==> src/ogcb_pkg.sv <==
// package for the order gateway circuit breaker
// word types, status, op, circuit, gateway and csr codes; no dependencies
package ogcb_pkg;

   localparam logic [1:0] OP_SUBMIT = 2'd0;
   localparam logic [1:0] OP_ACK    = 2'd1;
   localparam logic [1:0] OP_GW     = 2'd2;
   localparam logic [1:0] OP_HALT   = 2'd3;

   localparam logic [2:0] ST_OK        = 3'd0;
   localparam logic [2:0] ST_DUP       = 3'd1;
   localparam logic [2:0] ST_OPEN      = 3'd2;
   localparam logic [2:0] ST_BUSY      = 3'd3;
   localparam logic [2:0] ST_GW_DOWN   = 3'd4;
   localparam logic [2:0] ST_RISK      = 3'd5;
   localparam logic [2:0] ST_FULL      = 3'd6;
   localparam logic [2:0] ST_UNMATCHED = 3'd7;

   localparam logic [1:0] CIRC_CLOSED = 2'd0;
   localparam logic [1:0] CIRC_OPEN   = 2'd1;
   localparam logic [1:0] CIRC_HALF   = 2'd2;

   localparam logic [1:0] GW_READY     = 2'd0;
   localparam logic [1:0] GW_HALTED    = 2'd1;
   localparam logic [1:0] GW_UNCERTAIN = 2'd2;

   localparam logic CSR_THRESHOLD = 1'b0;
   localparam logic CSR_COOLDOWN  = 1'b1;

   typedef struct packed {
      logic [1:0]         op;
      logic [63:0]        corr_id;
      logic [63:0]        venue_id_in;
      logic signed [63:0] price;
      logic [63:0]        quantity;
      logic [63:0]        now_ns;
      logic               risk_approved;
      logic [1:0]         new_gateway_state;
      logic               halt_flag;
   } req_type;

   typedef struct packed {
      logic [2:0]         status;
      logic [63:0]        venue_ref;
      logic [63:0]        echo_correlation;
      logic signed [63:0] echo_price;
      logic [63:0]        echo_quantity;
      logic [63:0]        timestamp;
      logic [1:0]         circuit_now;
      logic [1:0]         gateway_now;
   } rsp_type;

endpackage

==> src/ogcb_ram.sv <==
// generic single-port ram with registered read
// no dependencies
module ogcb_ram #(
   parameter int WIDTH = 64,
   parameter int DEPTH = 16
) (
   input  logic                                         clock,
   input  logic                                         wr_en,
   input  logic [((DEPTH > 1) ? $clog2(DEPTH) : 1)-1:0] addr,
   input  logic [WIDTH-1:0]                             wr_data,
   output logic [WIDTH-1:0]                             rd_data
);
   logic [WIDTH-1:0] mem_ff [DEPTH];

   always_ff @(posedge clock) begin
      if (wr_en) begin
         mem_ff[addr] <= wr_data;
      end
      rd_data <= mem_ff[addr];
   end
endmodule

==> src/order_gateway_circuit_breaker.sv <==
// top level of the order gateway circuit breaker
// uses ogcb_pkg and ogcb_ram (correlation and venue tables)
//
// One word at a time. A submit or acknowledge scans the in-flight table one
// entry per cycle through a single read port on the correlation/venue
// memories, then passes through S_CHECK and S_DECIDE before S_DONE sets the
// result; an accepted submit also passes through S_WRITE, which writes the
// new entry. Gateway and halt writes go straight to S_DONE. req_ready is
// high only when the block is idle and no result is waiting; the result
// sits in an output register until taken, and the next word is taken the
// cycle after that at the earliest.
// The table's valid bits clear at reset; no clearing pass is needed.
module order_gateway_circuit_breaker #(
   parameter int TABLE_DEPTH = 16
) (
   input  logic             clock,
   input  logic             reset,
   input  logic             req_valid,
   output logic             req_ready,
   input  ogcb_pkg::req_type req_data,
   output logic             rsp_valid,
   input  logic             rsp_ready,
   output ogcb_pkg::rsp_type rsp_data,
   input  logic             csr_write,
   input  logic             csr_index,
   input  logic [63:0]      csr_data
);
   localparam int AW = (TABLE_DEPTH > 1) ? $clog2(TABLE_DEPTH) : 1;
   localparam int CW = $clog2(TABLE_DEPTH + 1);

   typedef enum logic [2:0] {
      S_IDLE, S_READ, S_CHECK, S_DECIDE, S_WRITE, S_DONE
   } state_type;

   state_type state_ff;
   ogcb_pkg::req_type req_ff;
   ogcb_pkg::rsp_type rsp_ff;

   logic [15:0] threshold_ff;
   logic [63:0] cooldown_ff;
   logic [1:0]  circuit_ff;
   logic [15:0] fail_ff;
   logic [63:0] opened_ff;
   logic        probe_ff;
   logic [1:0]  gw_ff;
   logic        halted_ff;
   logic [63:0] next_vid_ff;
   logic [TABLE_DEPTH-1:0] valid_ff;

   // scan state
   logic [CW-1:0] idx_ff;       // entry whose read is in flight
   logic          hit_ff;
   logic [AW-1:0] hit_idx_ff;
   logic          vmatch_ff;
   logic          free_ff;
   logic [AW-1:0] free_idx_ff;
   logic          cool_ok_ff;   // elapsed time >= cooldown

   // memories
   logic          mem_we;
   logic [AW-1:0] mem_addr;
   logic [63:0]   corr_rd, venue_rd;

   ogcb_ram #(.WIDTH(64), .DEPTH(TABLE_DEPTH)) u_corr (
      .clock(clock), .wr_en(mem_we), .addr(mem_addr),
      .wr_data(req_ff.corr_id), .rd_data(corr_rd));
   ogcb_ram #(.WIDTH(64), .DEPTH(TABLE_DEPTH)) u_venue (
      .clock(clock), .wr_en(mem_we), .addr(mem_addr),
      .wr_data(next_vid_ff), .rd_data(venue_rd));

   // idle reads entry 0 so the scan has it on its first cycle
   assign mem_we = (state_ff == S_WRITE);
   assign mem_addr = (state_ff == S_WRITE) ? free_idx_ff :
                     (state_ff == S_IDLE)  ? '0 : idx_ff[AW-1:0];

   assign req_ready = (state_ff == S_IDLE) && !rsp_valid;
   assign rsp_data = rsp_ff;

   // entry read last cycle sits at idx_ff - 1
   logic [CW-1:0] prev_idx;
   logic [AW-1:0] prev_a;
   assign prev_idx = idx_ff - CW'(1);
   assign prev_a = prev_idx[AW-1:0];

   // failure update helper values
   logic [15:0] fail_inc;
   assign fail_inc = (fail_ff == 16'hFFFF) ? fail_ff : fail_ff + 16'd1;

   always_ff @(posedge clock) begin
      if (reset) begin
         state_ff <= S_IDLE;
         rsp_valid <= 1'b0;
         threshold_ff <= 16'd5;
         cooldown_ff <= 64'd30000000000;
         circuit_ff <= ogcb_pkg::CIRC_CLOSED;
         fail_ff <= '0;
         opened_ff <= '0;
         probe_ff <= 1'b0;
         gw_ff <= ogcb_pkg::GW_READY;
         halted_ff <= 1'b0;
         next_vid_ff <= 64'd1;
         valid_ff <= '0;
         idx_ff <= '0;
      end else begin
         if (csr_write) begin
            if (csr_index == ogcb_pkg::CSR_THRESHOLD) threshold_ff <= csr_data[15:0];
            else cooldown_ff <= csr_data;
         end
         if (rsp_valid && rsp_ready) rsp_valid <= 1'b0;
         case (state_ff)
            S_IDLE: begin
               if (req_valid && req_ready) begin
                  req_ff <= req_data;
                  idx_ff <= CW'(1);
                  hit_ff <= 1'b0;
                  vmatch_ff <= 1'b0;
                  free_ff <= 1'b0;
                  free_idx_ff <= '0;
                  rsp_ff.status <= ogcb_pkg::ST_OK;
                  rsp_ff.venue_ref <= '0;
                  rsp_ff.echo_price <= '0;
                  rsp_ff.echo_quantity <= '0;
                  rsp_ff.timestamp <= req_data.now_ns;
                  if (req_data.op == ogcb_pkg::OP_SUBMIT ||
                      req_data.op == ogcb_pkg::OP_ACK) begin
                     rsp_ff.echo_correlation <= req_data.corr_id;
                     state_ff <= S_READ;
                  end else begin
                     rsp_ff.echo_correlation <= '0;
                     state_ff <= S_DONE;
                  end
               end
            end
            S_READ: begin
               // one entry compared per cycle
               if (valid_ff[prev_a] && corr_rd == req_ff.corr_id && !hit_ff) begin
                  hit_ff <= 1'b1;
                  hit_idx_ff <= prev_a;
                  vmatch_ff <= (venue_rd == req_ff.venue_id_in);
               end
               if (!valid_ff[prev_a] && !free_ff) begin
                  free_ff <= 1'b1;
                  free_idx_ff <= prev_a;
               end
               if (prev_idx == CW'(TABLE_DEPTH - 1)) state_ff <= S_CHECK;
               else idx_ff <= idx_ff + CW'(1);
            end
            S_CHECK: begin
               cool_ok_ff <= (req_ff.now_ns - opened_ff) >= cooldown_ff;
               state_ff <= S_DECIDE;
            end
            S_DECIDE: begin
               state_ff <= S_DONE;
               if (req_ff.op == ogcb_pkg::OP_ACK) begin
                  if (!hit_ff || !vmatch_ff || req_ff.corr_id == '0) begin
                     rsp_ff.status <= ogcb_pkg::ST_UNMATCHED;
                     gw_ff <= ogcb_pkg::GW_UNCERTAIN;
                     fail_ff <= fail_inc;
                     if (fail_inc >= threshold_ff) begin
                        circuit_ff <= ogcb_pkg::CIRC_OPEN;
                        opened_ff <= req_ff.now_ns;
                     end
                  end else begin
                     valid_ff[hit_idx_ff] <= 1'b0;
                     if (circuit_ff == ogcb_pkg::CIRC_HALF) begin
                        circuit_ff <= ogcb_pkg::CIRC_CLOSED;
                        fail_ff <= '0;
                        opened_ff <= '0;
                        probe_ff <= 1'b0;
                     end
                  end
               end else begin : submit
                  logic [1:0] circ;
                  circ = circuit_ff;
                  if (req_ff.corr_id == '0 || hit_ff) begin
                     rsp_ff.status <= ogcb_pkg::ST_DUP;
                  end else if (circ == ogcb_pkg::CIRC_OPEN && !cool_ok_ff) begin
                     rsp_ff.status <= ogcb_pkg::ST_OPEN;
                  end else begin
                     if (circ == ogcb_pkg::CIRC_OPEN) circ = ogcb_pkg::CIRC_HALF;
                     if (circ == ogcb_pkg::CIRC_HALF && probe_ff) begin
                        rsp_ff.status <= ogcb_pkg::ST_BUSY;
                     end else if (halted_ff || gw_ff != ogcb_pkg::GW_READY ||
                                  !req_ff.risk_approved) begin
                        rsp_ff.status <= (halted_ff || gw_ff != ogcb_pkg::GW_READY) ?
                                         ogcb_pkg::ST_GW_DOWN : ogcb_pkg::ST_RISK;
                        fail_ff <= fail_inc;
                        if (fail_inc >= threshold_ff) begin
                           circ = ogcb_pkg::CIRC_OPEN;
                           opened_ff <= req_ff.now_ns;
                        end
                     end else if (!free_ff) begin
                        rsp_ff.status <= ogcb_pkg::ST_FULL;
                     end else begin
                        if (circ == ogcb_pkg::CIRC_HALF) probe_ff <= 1'b1;
                        valid_ff[free_idx_ff] <= 1'b1;
                        rsp_ff.venue_ref <= next_vid_ff;
                        rsp_ff.echo_price <= req_ff.price;
                        rsp_ff.echo_quantity <= req_ff.quantity;
                        state_ff <= S_WRITE;
                     end
                     circuit_ff <= circ;
                  end
               end
            end
            S_WRITE: begin
               // memories take the new entry this cycle
               next_vid_ff <= next_vid_ff + 64'd1;
               state_ff <= S_DONE;
            end
            S_DONE: begin
               // gateway and halt writes land here, submit/ack already applied
               if (req_ff.op == ogcb_pkg::OP_GW) begin
                  gw_ff <= req_ff.new_gateway_state;
                  rsp_ff.gateway_now <= req_ff.new_gateway_state;
                  rsp_ff.circuit_now <=
                     (req_ff.new_gateway_state == ogcb_pkg::GW_READY) ?
                     ogcb_pkg::CIRC_CLOSED : circuit_ff;
                  if (req_ff.new_gateway_state == ogcb_pkg::GW_READY) begin
                     circuit_ff <= ogcb_pkg::CIRC_CLOSED;
                     fail_ff <= '0;
                     opened_ff <= '0;
                  end
               end else if (req_ff.op == ogcb_pkg::OP_HALT) begin
                  halted_ff <= req_ff.halt_flag;
                  rsp_ff.circuit_now <= circuit_ff;
                  if (req_ff.halt_flag) begin
                     gw_ff <= ogcb_pkg::GW_HALTED;
                     rsp_ff.gateway_now <= ogcb_pkg::GW_HALTED;
                  end else if (gw_ff == ogcb_pkg::GW_HALTED) begin
                     gw_ff <= ogcb_pkg::GW_READY;
                     rsp_ff.gateway_now <= ogcb_pkg::GW_READY;
                  end else begin
                     rsp_ff.gateway_now <= gw_ff;
                  end
               end else begin
                  rsp_ff.circuit_now <= circuit_ff;
                  rsp_ff.gateway_now <= gw_ff;
               end
               rsp_valid <= 1'b1;
               state_ff <= S_IDLE;
            end
            default: state_ff <= S_IDLE;
         endcase
      end
   end
endmodule
==> config.mk <==
export PLATFORM = sky130hd
export DESIGN_NAME = order_gateway_circuit_breaker
export DESIGN_NICKNAME = d
export VERILOG_FILES = /design/src/ogcb_pkg.sv /design/src/ogcb_ram.sv /design/src/order_gateway_circuit_breaker.sv
export SDC_FILE = /design/constraint.sdc
export NUM_CORES = 2
export LEC_CHECK = 0
export BUFFER_PORTS_ARGS = -buffer_cell sky130_fd_sc_hd__buf_4
export CORE_MARGIN = 2
export CORE_UTILIZATION = 50
export DETAILED_ROUTE_END_ITERATION = 7
export PLACE_DENSITY = 0.68
export SYNTH_ARGS = -nofsm -noshare
export SYNTH_HDL_FRONTEND = slang
export SYNTH_SLANG_ARGS = --single-unit
==> constraint.sdc <==
create_clock -name clock -period 27.8 [get_ports clock]
set_input_delay 5.56 -clock clock [delete_from_list [all_inputs] [get_ports clock]]
set_output_delay 5.56 -clock clock [all_outputs]
set_load 0.02 [all_outputs]
==> run metrics <==
status=completed; die height=496 um; Resized Gates After CTS=0; CTS Sinks=3032; clock root buffer master=clkbuf_16; core area=0.241 mm2; WL/cell=23.5 um; final setup fails=0; worst-path fanout max=92; hold_ws=around 450 ps; setup TNS=0 ps; Detailed Route WL=320000 um; most common cell after layout, fill and taps aside=edfxtp_1; CP Data Required Time=28320 ps; HPWL after detailed placement=182000 um; RR Endpoint=cool_ok_ff; Die ar.=0.246 mm2; worst r2r path cells=25; Tmin final=8410 ps; Initial Utilization=between 50% and 60%; Post-synth top flop=edfxtp_1; Total GRT Usage=25.3%; drt via density=5.78; setup bufs post-CTS=0; mapped cell area=0.121 mm2; final core occ=58.0%; I/O pins=between 700 and 800; worst min-delay path class=flop to flop; filler cell count=18806; data arrival time of the worst path=8930 ps; number of DRC markers in iteration 0=roughly 8500; DRT Pass-1 Iters=6; flops & latches, synth=3032; unrepaired setup endpoints after global routing=false; MaxCap Viol Count=0; flop2flop setup slack=approximately 22000 ps; peak supply drop=0.0000884 V; final hold vios=0; LEAKAGE=roughly 50 nW; crit path launch=reset; synthesis-to-finish area growth=15.3%; H-tree Lvls=5; first-pass GRT wire length=472000 um; Mean Syn Cell Area=between 10 and 15 um2; commonest non-fill, non-tap cells in the layout=edfxtp_1 (2649), nand2_1 (2466), nand3_1 (1091), buf_4 (844), dfxtp_1 (383); Synth area leader=edfxtp_1; worst setup path endpoint=rsp_data[180]; Worst-Margin Slew=1160 ps; initial antenna violation count=13; kind of critical path=input port to flop; Power Dens Cells=roughly 92 mW/mm2; number of synthesized flops with an enable pin=2649; yosys warns=0; critical path launch point type=input port; nets=10721; number of global-route vias before repair=76408; Final ANT Viol Nets=0; kind of end point of the critical path=flop; DIE WIDTH=496 um; Via Count=about 79000; CTS Hold Bufs=0; grt total ovfl=0; FP Rows=between 150 and 200; Skew-Pair Late Insertion Delay=960 ps; routability congestion estimate=0.886; min-delay src=opened_ff[24]; DRC=0; relative slew slack=22.9%; Clock transition at path regs=60 ps; synth unique cells=80; async set-reset flop share out of synthesis=0%; CTS max path bufs=4; pin count of the biggest net entering global routing=178; layout cells sized above 1=13.2%; Post-Synthesis Cells=9610; sequential share of the synthesized area=72.1%; CTS Buf Count=328; synth top area cells=edfxtp_1 (66%), nand2_1 (7.7%), dfxtp_1 (6.3%), nand3_1 (4.5%), a311oi_1 (1.9%); final clock period utilization by the worst path=30.2%; IO Port Bufs=~720; area share of the largest cell type after synthesis=65.8%; clk_skew=slightly below 90 ps; final count of pins violating max slew=0; R2R Path Start=rsp_data[4]; Fmax=119 MHz; CTS tree=done; Final Power=12.8 mW; Synth Net Count=~10000
-- how the worst min path moves through the flow --
stage / endpoint / slack [ps] / cells after the start
2_1_floorplan: cooldown_ff[12] / 440 / 2
3_3_place_gp: opened_ff[55] / 440 / 2
3_5_place_dp: opened_ff[22] / 450 / 2
4_1_cts: opened_ff[22] / 450 / 2
5_1_grt: threshold_ff[8] / 470 / 2
6_report: opened_ff[24] / 450 / 2
-- through the flow --
| stage | std cells | cell area, um2 | setup slack [ps] |
|---|---|---|---|
| after CTS | 13605 | 139000 | 19490 |
| after global placement | 13028 | 129000 | 18570 |
| final | 13612 | 139000 | 19390 |
| after global routing | 13610 | 139000 | 19170 |
| after floorplan | 9610 | 121000 | 4510 |
| after detailed placement | 13028 | 129000 | 18510 |
-- cell type report --
| cell class | count | area [um2] | share of cell area [%] |
|---|---|---|---|
| clock buffers | 422 | 8920 | 6.39 |
| well taps | 3185 | 3990 | 2.86 |
| inverters | 198 | 743 | 0.533 |
| multi-input cells | 5758 | 30500 | 21.9 |
| clock inverters | 155 | 1550 | 1.11 |
| diodes | 7 | 17.5 | 0.0126 |
| flip-flops and latches | 3032 | 87200 | 62.5 |
| repair buffers | 855 | 6550 | 4.69 |
-- kinds of logic (layout without fill, tap and decap cells) --
logic type	after synthesis	after routing	share of synthesized area (%)
AO/OA/AOI/OAI	980	980	5.55
XOR/XNOR	235	235	1.70
adder cells (fa/ha/maj)	152	152	1.58
buffers and inverters	820	1630	2.80
flip-flops	3032	3032	72.1
multiplexers	10	10	0.126
other	0	7	0
AND/OR/NAND/NOR	4381	4381	16.1
-- report_power, final --
part           leakage (nW)  switching [mW]  internal (mW)
Sequential             27.5           0.254           5.43
Clock                  5.13            1.72           2.52
Combinational          17.1            1.97          0.944
-- Yosys cell counts (8+ instances only) --
library cell and n:
a31oi_1 147, xnor2_1 100, o211ai_1 28, nand3_1 1091, and4_1 8, buf_2 47, nand4_1 58, inv_1 198
a21o_1 89, nand2b_1 16, o21a_1 12, nor3_1 42, edfxtp_1 2649, xor2_1 135, nor2_1 165, dfxtp_1 383
o21ai_0 75, nand3b_1 9, and2_1 203, nor4_1 44, a32o_1 10, buf_4 65, clkbuf_1 478, o21ai_1 8
o21bai_1 15, buf_1 31, a211oi_1 14, nor2b_1 73, or3_1 24, and3_1 154, a311oi_1 256, ha_1 151
a21oi_1 265, nand2_1 2470
-- worst max-delay path, cell delays in order --
cell and delay [ps]:
buf_6 270, clkinv_1 120, buf_4 440, nand2_1 300, a21oi_4 570, buf_4 820, buf_4 680
-- flip-flops by register name, summed over array words and instances (netlist names), 16 cells and up --
signal and flops:
u_corr.mem_ff 1024, u_venue.mem_ff 1024, rsp_data 327, req_ff 262, cooldown_ff 64, next_vid_ff 64
opened_ff 64, u_corr.rd_data 64, u_venue.rd_data 64, fail_ff 16, threshold_ff 16, valid_ff 16
-- metal layers --
layer | track usage, % | vias to the layer above | share of wire [%]
met5 | 0 | - | 0.0084
met4 | 8.28 | 6 | 3.2
met3 | 4.45 | 593 | 8.3
met2 | 42.0 | 3454 | 49
met1 | 33.8 | 38826 | 40
li1 | - | 35784 | -
(Power assumes the default switching activity.)
